$ cat config.mk
export PLATFORM = sky130hd
export DESIGN_NAME = bf3_emit
export DESIGN_NICKNAME = d
export VERILOG_FILES = /design/src/bf3_pkg.sv /design/src/bf3_emit.sv
export SDC_FILE = /design/constraint.sdc
export NUM_CORES = 1
export LEC_CHECK = 0
export BUFFER_PORTS_ARGS = -buffer_cell sky130_fd_sc_hd__buf_4
export CAP_MARGIN = 25
export CELL_PAD_IN_SITES_DETAIL_PLACEMENT = 0
export CELL_PAD_IN_SITES_GLOBAL_PLACEMENT = 1
export CORE_MARGIN = 3
export CORE_UTILIZATION = 34
export CTS_BUF_LIST = sky130_fd_sc_hd__clkbuf_4
export CTS_CLUSTER_DIAMETER = 80
export DETAILED_ROUTE_END_ITERATION = 6
export PLACE_DENSITY = 0.85
export SLEW_MARGIN = 5
export SYNTH_ARGS = -nofsm -noshare
export SYNTH_HDL_FRONTEND = slang
export SYNTH_SLANG_ARGS = --single-unit
$ cat constraint.sdc
create_clock -name clock -period 2.8 [get_ports clock]
set_input_delay 0.42 -clock clock [delete_from_list [all_inputs] [get_ports clock]]
set_output_delay 0.42 -clock clock [all_outputs]
set_load 0.005 [all_outputs]
$ cat src/bf3_pkg.sv
`default_nettype none

package bf3_pkg;

   localparam int ROW_W       = 16;
   localparam int COL_W       = 10;
   localparam int OUT_VALUE_W = 24;
   localparam int WIDTH_REG_W = 11;
   localparam int CSR_INDEX_W = 2;
   localparam int CSR_DATA_W  = 16;

   localparam logic [CSR_INDEX_W-1:0] CSR_GRID_WIDTH  = 2'd0;
   localparam logic [CSR_INDEX_W-1:0] CSR_GRID_HEIGHT = 2'd1;

   localparam logic [ROW_W-1:0] HEIGHT_RESET = 16'd64;
   localparam logic [ROW_W-1:0] HEIGHT_MIN   = 16'd3;

   typedef struct packed {
      logic [ROW_W-1:0] row;
      logic [COL_W-1:0] col_a;
      logic [COL_W-1:0] col_b;
      logic [COL_W-1:0] col_c;
      logic             emit_a;
      logic             emit_b;
      logic             emit_c;
      logic             interior;
      logic             endcol;
      logic             last;
   } meta_type;

endpackage

`default_nettype wire

$ cat src/bf3_emit.sv
`default_nettype none

module bf3_emit (
   input  logic                              clock,
   input  logic                              reset,
   input  logic                              in_valid,
   input  logic [bf3_pkg::OUT_VALUE_W-1:0]   in_value,
   input  bf3_pkg::meta_type                 in_meta,
   output logic                              in_ready,
   output logic                              rsp_valid,
   input  logic                              rsp_stall,
   output logic [bf3_pkg::ROW_W-1:0]         rsp_out_row,
   output logic [bf3_pkg::COL_W-1:0]         rsp_out_col,
   output logic [bf3_pkg::OUT_VALUE_W-1:0]   rsp_smoothed_value,
   output logic                              rsp_frame_last
);

   logic [2:0]                         pend_ff;
   logic [2:0]                         pend_in;
   bf3_pkg::meta_type                  meta_ff;
   logic [bf3_pkg::OUT_VALUE_W-1:0]    value_ff;

   logic take;
   logic single;
   logic load;

   assign rsp_valid = (pend_ff != 3'b000);
   assign take      = rsp_valid && !rsp_stall;
   assign single    = (pend_ff == 3'b001) || (pend_ff == 3'b010) || (pend_ff == 3'b100);
   assign in_ready  = !rsp_valid || (take && single);
   assign load      = in_valid && in_ready;

   always_comb begin
      pend_in = pend_ff;
      if (load) begin
         pend_in = {in_meta.emit_c, in_meta.emit_b, in_meta.emit_a};
      end else if (take) begin
         pend_in = pend_ff & (pend_ff - 3'b001);
      end
   end

   always_ff @(posedge clock) begin
      if (reset) begin
         pend_ff <= 3'b000;
      end else begin
         pend_ff <= pend_in;
      end
   end

   always_ff @(posedge clock) begin
      if (load) begin
         meta_ff  <= in_meta;
         value_ff <= in_value;
      end
   end

   always_comb begin
      rsp_out_row        = meta_ff.row;
      rsp_out_col        = meta_ff.col_c;
      rsp_smoothed_value = '0;
      rsp_frame_last     = 1'b0;
      priority if (pend_ff[0]) begin
         rsp_out_row        = meta_ff.row - 16'd1;
         rsp_out_col        = meta_ff.col_a;
         rsp_smoothed_value = meta_ff.interior ? value_ff : '0;
      end else if (pend_ff[1]) begin
         rsp_out_row = meta_ff.row - 16'd1;
         rsp_out_col = meta_ff.col_b;
      end else begin
         rsp_frame_last = meta_ff.last;
      end
   end

endmodule

`default_nettype wire

==> flow_summary.yaml <==
clock_network:
  cts_buffers: 9
  clock-sinks: 75
  hold_buffers: 0
  cts_tree: "done"
  clk_latency_ns: 0.40
  clk_pin_slew_ns: 0.12
  ctsResizeCount: 0
  clockBufferDepth: 2
  cts-root-buf: "clkbuf_4"
  postCtsSetupBuffers: 0
  htreeDepth: 3
layout:
  regArea_um2: 2220
  n_antenna_cell: 0
  layout-drive-gt1-share_pct: 44.8
  nNetsFinal: 424
  fillers: 751
  multi_input_area_um2: 757
  area_growth_pct: 42.1
grt:
  grtUsageMet1_pct: 14.0
  overflow: 0
  use_met2_pct: 22.9
  grt_pass1_vias: 2193
  busiest_layer: "met2"
  grt_max_degree: 49
  antenna_found_initial: 0
  grt_pass1_wl_mm: 10.1
  met3_usage_pct: 4.10
  grt_usage_pct: 13.1
yosys:
  async_reset_ff_share_pct: 0
  yosys.area_share.simple_pct: 12.8
  synthMuxAreaShare_pct: 3.31
  synth.yosys.warnings: 0
  yosysSeqAreaShare_pct: 73.4
  synth_compound_area_share_pct: 4.09
  synth_top_area_share_pct: 71.5
  synth-seq-cells: 75
  yosysMostFrequentCell: "edfxtp_1"
  synthXorXnorAreaFrac_pct: 4.34
  synth_commonest_cells: "edfxtp_1 (72), and3_1 (24), nand2_1 (18)"
  synth_area_leaders: "edfxtp_1 (71%), and3_1 (5.0%), xnor2_1 (3.8%)"
  yosys.area_share.adder_pct: 0.414
  syn_nets: 285
  ys.flop_type: "edfxtp_1"
  yosys.cell_types.count: 31
  synth_area_per_cell_um2: 14.8
  synth_top_family_by_area: "simple AND/OR/NAND/NOR gates"
  mappedNetlistArea_um2: 3030
  synthCells: 204
  synth_edf_count: 72
  synth_largest_area_cell: "edfxtp_1"
place:
  port_buffers: 131
  place_congestion: 0.820
  hpwl_mm: 4.88
  pre_cts_slack_ns: 0.586
timing:
  fmax_mhz: 400
  hold_viol: 0
  slew_viol_final: 0
  skew_ns: 0.00947
  setup_ws_ns: 0.302
  slew_headroom_pct: 59.6
  min_period_ns: 2.50
  tightest_slew_ns: 0.605
  tns_ns: 0
  finalSetupViolations: 0
  final.period_utilization_pct: 89.2
  rsz0062_at_grt: "false"
floorplan:
  num_io_pins: 133
  initial_utilization_pct: 35.9
  die-area_um2: 10100
  core.rowCount: 33
  coreArea_um2: 8420
  dieHeight_um: 100
  dieWidth_um: 100
critical_path:
  cp_num_buf_inv: 2
  cp_cell_sequence: "inv_1 > ha_1 > nand2b_1 > nor4_2 > nand3_1 > xnor2_1 > buf_4"
  slowest_delay_ns: 0.45
  cp-end-kind: "primary output"
  cp_max_fo: 5
  worst_setup_path_start_kind: "flop"
  critical_path_required_ns: 2.38
  crit_type: "reg -> out"
  critPathSlowestCell: "edfxtp_1"
  arrival_ns: 2.08
  cp_top_family: "simple AND/OR/NAND/NOR gates"
power_and_ir_drop:
  irDropWorstVdd_uv: 288
  finalPower_mw: 2.30
  leakage_nw: 1.80
  powerDensity_nw_per_um2: 535
detailed_routing:
  via_count: 2101
  first_pass_iters: 4
  route.detailed.drc: 0
  wl_per_cell_um: 14.4
  final_antenna_net_count: 0
  drtIter0Drc: 54
  finalWirelength_mm: 6.54
  via_per_inst: 4.64
status:
  status: "finished clean"
min_path:
  holdCritPathClass: "in -> reg"
flow_run:
  maxCapViolations: 0
==> state kept, by name, indices dropped and copies added, names as in the netlist <==
signal / count
meta_ff: 48
value_ff: 24
pend_ff: 3
==> report_power, final <==
part	leakage, nW	internal [mW]	total [mW]	switching [mW]
clock	0.0717	0.269	0.633	0.364
combinational	1.01	0.178	0.307	0.129
sequential	0.721	1.32	1.36	0.0365
==> routing by layer <==
| metal | wire, µm | vias up | share of wire, % |
|---|---|---|---|
| li1 | - | 1039 | - |
| met1 | 2420 | 976 | 37 |
| met2 | 3530 | 74 | 54 |
| met3 | 481 | 12 | 7.4 |
| met4 | 111 | 0 | 1.7 |
| met5 | 0 | - | 0 |
==> path summary, 6_finish.rpt <==
kind / start / end / slack (ns) / depth (start not counted)
worst max register to register: pend_ff[1]$_SDFFE_PP0P_ / meta_ff[0]$_DFFE_PP_ / 0.61 / 5
worst min-delay path: in_meta[27] / meta_ff[27]$_DFFE_PP_ / 0.18 / 1
worst max-delay path: meta_ff[36]$_DFFE_PP_ / rsp_out_row[14] / 0.30 / 7
worst min register to register: pend_ff[2]$_SDFFE_PP0P_ / pend_ff[2]$_SDFFE_PP0P_ / 0.61 / 2
==> area by class of cell <==
class                           count  area share, %
Sequential cell                    75           51.7
Timing Repair Buffer              137           24.2
Multi-Input combinational cell    117           17.6
Tap cell                          105           3.06
Clock inverter                      7           1.60
Clock buffer                        9           1.57
Inverter                            3          0.262
==> cell usage in the layout, fill, tap and decap left out, types with 4 or more instances in the layout <==
master	instances
o21ai_0	14
clkbuf_4	9
xnor2_1	13
a21oi_1	5
buf_4	136
edfxtp_1	72
nand3_1	4
nand2_1	18
and3_1	24
mux2i_1	10
nor3_1	4
nor2_1	4
==> metrics by stage <==
| step | hold WS (ns) | std cells | util, % | instance area [µm²] |
|---|---|---|---|---|
| 5_1_grt | 0.125 | 453 | 51.0 | 4300 |
| 3_5_place_dp | 0.594 | 437 | 49.4 | 4160 |
| 2_1_floorplan | 0.489 | 204 | - | 3030 |
| 3_3_place_gp | 0.542 | 437 | 49.4 | 4160 |
| 6_report | 0.180 | 453 | 51.0 | 4300 |
| 4_1_cts | 0.137 | 453 | 51.0 | 4300 |
==> logic make-up after synthesis <==
| logic type | Yosys count |
|---|---|
| DFF | 75 |
| and+or+nand+nor | 68 |
| AOI/OAI and AO/OA | 23 |
| xor gates and xnor gates | 15 |
| buffers and inverters | 12 |
| muxes | 10 |
| adders and majority gates | 1 |
Power figures use the tool's default switching activity.
