$ cat src/bf3_pkg.sv
`default_nettype none

package bf3_pkg;

   localparam int ROW_W       = 16;
   localparam int COL_W       = 10;
   localparam int OUT_VALUE_W = 24;
   localparam int WIDTH_REG_W = 11;
   localparam int CSR_INDEX_W = 2;
   localparam int CSR_DATA_W  = 16;

   localparam logic [CSR_INDEX_W-1:0] CSR_GRID_WIDTH  = 2'd0;
   localparam logic [CSR_INDEX_W-1:0] CSR_GRID_HEIGHT = 2'd1;

   localparam logic [ROW_W-1:0] HEIGHT_RESET = 16'd64;
   localparam logic [ROW_W-1:0] HEIGHT_MIN   = 16'd3;

   typedef struct packed {
      logic [ROW_W-1:0] row;
      logic [COL_W-1:0] col_a;
      logic [COL_W-1:0] col_b;
      logic [COL_W-1:0] col_c;
      logic             emit_a;
      logic             emit_b;
      logic             emit_c;
      logic             interior;
      logic             endcol;
      logic             last;
   } meta_type;

endpackage

`default_nettype wire

$ cat src/bf3_div9.sv
`default_nettype none

module bf3_div9 #(
   parameter int VALUE_BITS = 24
) (
   input  logic                  clock,
   input  logic                  reset,
   input  logic                  in_valid,
   input  logic [VALUE_BITS+3:0] in_sum,
   input  bf3_pkg::meta_type     in_meta,
   output logic                  in_ready,
   output logic                  out_valid,
   output logic [VALUE_BITS-1:0] out_value,
   output bf3_pkg::meta_type     out_meta,
   input  logic                  out_ready
);

   localparam int SW  = VALUE_BITS + 4;
   localparam int MW  = SW - 3;
   localparam int PRW = SW + MW;
   localparam logic [MW-1:0] RECIP = MW'((64'd1 << SW) / 64'd9);

   logic              s3_valid_ff;
   logic [SW-1:0]     s3_n_ff;
   bf3_pkg::meta_type s3_meta_ff;

   logic              s4_valid_ff;
   logic [SW-1:0]     s4_n_ff;
   logic [PRW-1:0]    s4_prod_ff;
   bf3_pkg::meta_type s4_meta_ff;

   logic              s3_ready;
   logic              s4_ready;
   logic              s3_go;
   logic [MW-1:0]     q0;
   logic [SW-1:0]     nine_q;
   logic [SW-1:0]     rem;
   logic [MW-1:0]     q;

   assign s4_ready = !s4_valid_ff || out_ready;
   assign s3_ready = !s3_valid_ff || s4_ready;
   assign s3_go    = s3_valid_ff && s4_ready;
   assign in_ready = s3_ready;

   always_ff @(posedge clock) begin
      if (reset) begin
         s3_valid_ff <= 1'b0;
         s4_valid_ff <= 1'b0;
      end else begin
         if (s3_ready) begin
            s3_valid_ff <= in_valid;
         end
         if (s4_ready) begin
            s4_valid_ff <= s3_go;
         end
      end
   end

   always_ff @(posedge clock) begin
      if (in_valid && s3_ready) begin
         s3_n_ff    <= in_sum;
         s3_meta_ff <= in_meta;
      end
      if (s3_go) begin
         s4_n_ff    <= s3_n_ff;
         s4_prod_ff <= PRW'(s3_n_ff) * PRW'(RECIP);
         s4_meta_ff <= s3_meta_ff;
      end
   end

   // estimate may fall one short; fix with one compare
   assign q0     = s4_prod_ff[PRW-1:SW];
   assign nine_q = SW'({q0, 3'b000}) + SW'(q0);
   assign rem    = s4_n_ff - nine_q;
   assign q      = q0 + MW'(rem >= SW'(9));

   assign out_valid = s4_valid_ff;
   assign out_value = VALUE_BITS'(q);
   assign out_meta  = s4_meta_ff;

endmodule

`default_nettype wire

$ cat config.mk
export PLATFORM = sky130hd
export DESIGN_NAME = bf3_div9
export DESIGN_NICKNAME = d
export VERILOG_FILES = /design/src/bf3_pkg.sv /design/src/bf3_div9.sv
export SDC_FILE = /design/constraint.sdc
export NUM_CORES = 1
export LEC_CHECK = 0
export BUFFER_PORTS_ARGS = -buffer_cell sky130_fd_sc_hd__buf_2
export CAP_MARGIN = 10
export CORE_AREA = 2 2 143 285
export DETAILED_ROUTE_END_ITERATION = 10
export DIE_AREA = 0 0 145 287
export GPL_TIMING_DRIVEN = 0
export PLACE_DENSITY = 0.64
export SLEW_MARGIN = 0
export SYNTH_ARGS = -nofsm -noshare
export SYNTH_HDL_FRONTEND = slang
export SYNTH_SLANG_ARGS = --single-unit
$ cat constraint.sdc
create_clock -name clock -period 17.3 [get_ports clock]
set_input_delay 3.46 -clock clock [delete_from_list [all_inputs] [get_ports clock]]
set_output_delay 3.46 -clock clock [all_outputs]
set_load 0.03 [all_outputs]
==> results of run 1 <==
## cells in the final DEF, fill, tap and decap left out, types with 7 or more instances in the layout
cell type	instances
inv_1	374
ha_1	275
fa_1	200
edfxtp_1	185
buf_2	162
a21oi_1	55
xnor2_1	49
nor2_1	49
nand2_1	46
o21ai_0	31
a21o_1	29
xor2_1	22
nand3_1	20
clkbuf_16	17
nor3_1	15
o21a_1	14
nand4_1	14
a211oi_1	10
clkbuf_1	9
and3_1	9
o21bai_1	8
and2_1	7
## worst min path at each step
stage	slack, ns	cells past startpoint	end	start
after CTS	0.41	0	out_meta[13]	s3_meta_ff[13]
after floorplan	0.40	0	out_meta[0]	s3_meta_ff[0]
after global routing	0.42	0	out_meta[7]	s3_meta_ff[7]
after detailed placement	0.40	0	out_meta[20]	s3_meta_ff[20]
after global placement	0.40	0	out_meta[36]	s3_meta_ff[36]
final	0.41	0	out_meta[13]	s3_meta_ff[13]
## cells in the mapped netlist (all sizes together), types with 3 or more instances
master   count  area [um2]
a21o        30         226
a31oi        3        18.8
a211oi      10        75.1
nand4       14        87.6
xor2        22         193
nand3       20         100
fa         200        4000
o21a        14         105
clkbuf      10        38.8
or3          4        25.0
nand2b       5        31.3
and4         3        26.3
nor3        15        75.1
mux2i        4        40.0
o21bai       8        60.1
edfxtp     185        5560
inv        374        1400
ha         275        3440
o211ai       4        30.0
nor2b        7        43.8
o31a         3        27.5
nor3b        4        30.0
nor2        49         184
o2111ai      4        35.0
a221oi       6        70.1
and2         8        50.1
o21ai       31         155
nor4         5        31.3
o221ai       6        52.6
o22ai        4        25.0
a2111o       4        45.0
xnor2       49         429
and3         9        56.3
a2111oi      3        32.5
a21oi       56         284
a211o        5        45.0
nand2       47         179
## per-layer routing
metal  global-route usage [%]  up-vias  routed length [um]  part of all wire, %
met3                     2.97      159                1380                  2.9
li1                         -     5512                   -                    -
met1                     21.6     5828               15000                   31
met4                     22.3        0                5310                   11
met2                     46.7      360               26200                   55
met5                        0        -                   0                    0
## flip-flops by register name, indices dropped and copies added (netlist names)
name	cells
out_meta	52
out_valid	1
s3_meta_ff	52
s3_n_ff	28
s3_valid_ff	1
s4_n_ff	28
s4_prod_ff	25
## per-stage QoR
step                      instance area, um2  hold WS (ns)  setup slack [ns]  utilization [%]
final                                  19800         0.411              7.43             50.3
after detailed placement               19200         0.405              7.90             48.8
after global placement                 19100         0.400              6.67             48.5
after global routing                   19800         0.421              7.03             50.3
after floorplan                        17600         0.400              8.53                -
after CTS                              19800         0.415              7.36             50.3
## layout make-up
class / instances / area (um2)
antenna: 1 / 2.50
buffer: 11 / 43.8
clock buffer: 17 / 425
clock inverter: 15 / 170
fill: 3561 / 19500
inverter: 374 / 1400
multi-input combinational: 960 / 10600
sequential: 187 / 5600
tap: 525 / 657
timing repair buffer: 165 / 893
## cells by family (layout without fill, tap and decap cells)
| family | Yosys count | in the layout | synth area share [%] |
|---|---|---|---|
| other | 0 | 1 | 0 |
| XOR/XNOR | 71 | 71 | 3.53 |
| multiplexers | 4 | 4 | 0.227 |
| flip-flops | 187 | 187 | 31.8 |
| AND/OR/NAND/NOR | 197 | 197 | 5.52 |
| buffers and inverters | 385 | 582 | 8.22 |
| adder cells (fa/ha/maj) | 475 | 475 | 42.3 |
| AO/OA/AOI/OAI | 213 | 213 | 8.49 |
## worst max-delay path, cell delays in order, from the launching register on
cell and delay [ns]:
edfxtp_1 0.43, inv_1 0.20, fa_1 0.45, ha_1 0.30, clkbuf_1 0.38, o21ai_0 0.20, a21oi_1 0.39, o2111ai_1 0.28
a221oi_4 0.43, mux2i_1 0.27, nand4_1 0.14, or4_1 0.60, a211o_1 0.33, ha_1 0.25, ha_1 0.25, nand2_1 0.21
or3_1 0.25, nor3_1 0.09, xnor2_1 0.25, buf_2 0.25
==> key figures, run 1 <==
Floorplanning
  – Row count: 103
  – Chip Width: 145 um
  – Die Span Y: 287 um
  – Core area: 0.0393 mm2
  – Ports: 162
  – Initial Utilization: 44.8%
  – Die area: 0.0416 mm2

Synth
  – Sequential area share after synthesis: 31.8%
  – Yosys warnings: 0
  – Async set or reset register ratio after synthesis: 0%
  – Syn avg cell area: 11.5 um2
  – Post-synthesis net count: 2091
  – Mapped cell area: 0.0176 mm2
  – Post-synth EDFFs: 185
  – Syn Inst Count: 1532
  – Synth Register Bits: 187
  – Library cells used by synthesis: 71
  – Main synth FF type: edfxtp_1

CTS
  – Max Buffers Root-to-Sink: 2
  – CTS Hold Bufs: 0
  – CTS clk-pin slew, worst paths: 0.09 ns
  – Num CTS Buffers: 17
  – CTS tree: built
  – Htree depth: 4
  – Post-cts resize count: 0
  – Clk_lat worst skew: 0.46 ns
  – Clock root buffer: clkbuf_16
  – Setup Buffers After CTS: 0
  – # clock sinks: 187

Timing
  – Final Hold Vio Count: 0
  – Setup TNS: 0 ns
  – Final Max Tran Viols: 0
  – # setup viols final: 0
  – Fmax: 101 MHz
  – Fin crit period: 9.87 ns
  – Period utilisation layout: 57.0%
  – RSZ-0062 raised after global routing: false
  – Max transition margin: 49.8%
  – Skew final: 0.0156 ns
  – Worst slew pin tran: 0.749 ns

GRT
  – Vias in the first global route: 13500
  – Largest net degree at the start of global routing: 44
  – Gr usage total: 24.2%
  – Gr ovfl total: 0
  – Antenna violations before repair: 0
  – First-pass GRT wire length: 74600 um

Detailed routing
  – WL/cell: 21.2 um
  – Vias per cell: 5.26
  – Final ANT Viol Nets: 0
  – Final wirelength: 47900 um
  – DRT iter0 DRCs: 500
  – DRC: 0
  – Vias: 11900
  – Initial DRT Pass Iterations: 5

Worst setup path
  – R2R Setup Slk: 9.67 ns
  – Crit Path Class: reg2out
  – RR Startpoint: s3_n_ff[1]
  – Worst R2R Path Depth: 23
  – Worst Path Arrival: 6.41 ns
  – RR Endpoint: s4_prod_ff[49]
  – Startpoint types: flip-flop
  – Crit. End Element: output pin
  – Worst Setup EP: out_value[18]
  – Worst EP required: 13.84 ns
  – CP startpoint: s4_prod_ff[43]
  – Max FO, Critical Path: 10

Job
  – Max-cap violations: 0

Hold path
  – Worst min path class: reg2reg

Placement
  – HPWL after DPL: 41400 um
  – IO Port Bufs: 161
  – GPL Wtd Cong: 0.934
  – Placed insts: 2222

Finish
  – Area Overhead vs Synth: 12.2%
  – Share of cells above drive strength 1: 12.2%
  – Post-route insts no fill: 2255
  – Fin nets: 2275

Outcome
  – Status: finished, final reports clean
Power of run 1 is left out: the tool's default activity adds up to more than one toggle a clock period on the data nets, which glitch-free logic cannot reach.
==> run 2: changes to the inputs <==
PLACE_DENSITY = 0.66   (was 0.64)
clock period = 8.2 ns   (was 17.3 ns; I/O delays follow)
==> key figures, run 2 (synthesized netlist as in run 1, its figures left out) <==
Timing
  – Fin crit period: 7.93 ns
  – Final Hold Vio Count: 0 (unchanged)
  – Final Max Tran Viols: 0 (unchanged)
  – # setup viols final: 0 (unchanged)
  – Period utilisation layout: 96.7%
  – Hold_ws: 0.417 ns (+0.00557 ns)
  – Max transition margin: 52.7% (+3.0 points)
  – Skew final: 0.0159 ns (+0.000319 ns)
  – Fmax: 126 MHz
  – Worst slew pin tran: 0.704 ns (-0.0451 ns)
  – Setup TNS: 0 ns (unchanged)
  – RSZ-0062 raised after global routing: false

Outcome
  – Status: finished, final reports clean

GRT
  – Gr ovfl total: 0 (unchanged)
  – Met2 usage: 46.0% (-0.67 points)
  – Vias in the first global route: 13200 (-1.9%)
  – Grt met1 use: 21.3% (-0.30 points)
  – Antenna violations before repair: 0 (unchanged)
  – First-pass GRT wire length: 74000 um (-0.76%)
  – Largest net degree at the start of global routing: 42 (-4.5%)
  – Grt peak-use layer: met2
  – Gr usage total: 24.0% (-0.22 points)
  – Met3 GRT Util: 3.13% (+0.16 points)

Finish
  – Final Cell Area: 0.0198 mm2 (+0.32%)
  – Area Overhead vs Synth: 12.6%
  – Antenna diode count: 0 (-1)
  – Most frequent cells in the layout: inv_1 (374), ha_1 (275), fa_1 (200), edfxtp_1 (185), buf_2 (162)
  – Fin nets: 2275 (unchanged)
  – Most common cell after layout, fill and taps aside: inv_1
  – Share of cells above drive strength 1: 12.5% (+0.29 points)
  – Fillers: 3463 (-2.8%)

Worst setup path
  – Crit Path Class: reg2out
  – Crit-path cells: inv_1, fa_1, ha_1, nand2_2, o21a_1, a311o_1, or2_4, a221oi_4, mux2i_1, nand4_1, or4_1, a211o_1, ha_1, ha_1, nand2_1, or3_1, nor3_1, xnor2_1, buf_2
  – Crit path largest cell delay: 0.58 ns (-0.02 ns)
  – Max FO, Critical Path: 6 (-4)
  – Slowest stage cell, crit path: or4_1
  – Startpoint types: flip-flop
  – Worst Path Arrival: 6.29 ns (-0.12 ns)
  – Crit. End Element: output pin
  – Worst EP required: 6.56 ns (-7.28 ns)
  – Most used cell, CP: ha_1

Floorplanning
  – Initial Utilization: 44.8% (unchanged)
  – Row count: 103 (unchanged)
  – Die Span Y: 287 um (unchanged)
  – Chip Width: 145 um (unchanged)
  – Die area: 0.0416 mm2 (unchanged)
  – Core area: 0.0393 mm2 (unchanged)
  – Ports: 162 (unchanged)

Placement
  – GPL Wtd Cong: 0.932 (-0.28%)
  – HPWL after DPL: 41300 um (-0.27%)
  – Cell area after placement: 0.0192 mm2 (about the same)
  – IO Port Bufs: 161 (unchanged)

Detailed routing
  – Vias per cell: 5.26 (about the same)
  – DRC: 0 (unchanged)
  – Final ANT Viol Nets: 0 (unchanged)
  – Initial DRT Pass Iterations: 5 (unchanged)
  – WL/cell: 21.1 um (-0.88%)
  – DRT iter0 DRCs: 526 (+5.2%)
  – Vias: 11900 (+0.034%)
  – Final wirelength: 47500 um (-0.92%)

CTS
  – Max Buffers Root-to-Sink: 2 (unchanged)
  – Clock root buffer: clkbuf_16
  – Clk_lat worst skew: 0.46 ns (about the same)
  – Htree depth: 4 (unchanged)
  – Num CTS Buffers: 17 (unchanged)
  – CTS tree: built
  – Setup Buffers After CTS: 0 (unchanged)
  – CTS clk-pin slew, worst paths: 0.08 ns (about the same)
  – CTS Hold Bufs: 0 (unchanged)
  – # clock sinks: 187 (unchanged)

Hold path
  – Worst min path class: reg2reg

Job
  – Max-cap violations: 0 (unchanged)
## run 2: cell types whose count changed in the layout (fill, tap and decap cells not counted), moves of 2 or more
| cell | change |
|---|---|
| bufinv_16 | +3 |
| clkinvlp_4 | -3 |
| clkinv_8 | -2 |
| inv_6 | +2 |
## run 2: worst paths after layout
kind	to	slack [ns]	startpoint	depth (start not counted)
worst max-delay path	out_value[16]	0.27	s4_prod_ff[29]	19
worst min-delay path	out_meta[29]	0.42	s3_meta_ff[29]	0
worst max register to register	s4_prod_ff[51]	0.40	s3_n_ff[2]	22
worst min register to register	out_meta[29]	0.42	s3_meta_ff[29]	0
## run 2: final cells by class
cell class / instances / area [um2] / area share, %
sequential: 187 / 5600 / 28.2
timing repair buffer: 165 / 886 / 4.46
buffer: 11 / 45.0 / 0.227
tap: 525 / 657 / 3.31
clock buffer: 17 / 425 / 2.14
multi-input combinational: 960 / 10600 / 53.5
clock inverter: 15 / 220 / 1.11
inverter: 374 / 1400 / 7.08
## run 2: critical path: cells and delay by family (launching register included)
family	cells	cell delay (ns)
and+or+nand+nor	7	1.65
muxes	1	0.27
adders and majority gates	4	1.37
AOI/OAI and AO/OA	4	1.33
DFF	1	0.49
buffers and inverters	2	0.46
xor gates and xnor gates	1	0.25
## run 2: routing by layer
metal | up-vias | part of all wire (%)
li1 | 5521 | -
met1 | 5803 | 31
met2 | 378 | 55
met3 | 161 | 2.9
met4 | 0 | 11
met5 | - | 0
## run 2: repair_timing
| item | in CTS | in global routing |
|---|---|---|
| endpoints found under the hold margin | 0 | 0 |
| gates resized for setup | 0 | 7 |
| setup endpoints to repair | 0 | 9 |
## run 2: through the flow
stage / worst slack, ns / util [%] / std cells
3_3_place_gp: -0.635 / 48.5 / 2218
2_1_floorplan: 1.25 / - / 1532
3_5_place_dp: 0.271 / 48.8 / 2222
5_1_grt: 0.0210 / 50.5 / 2254
4_1_cts: 0.0938 / 50.4 / 2254
6_report: 0.271 / 50.5 / 2254
Power of run 2 is left out for the same reason.
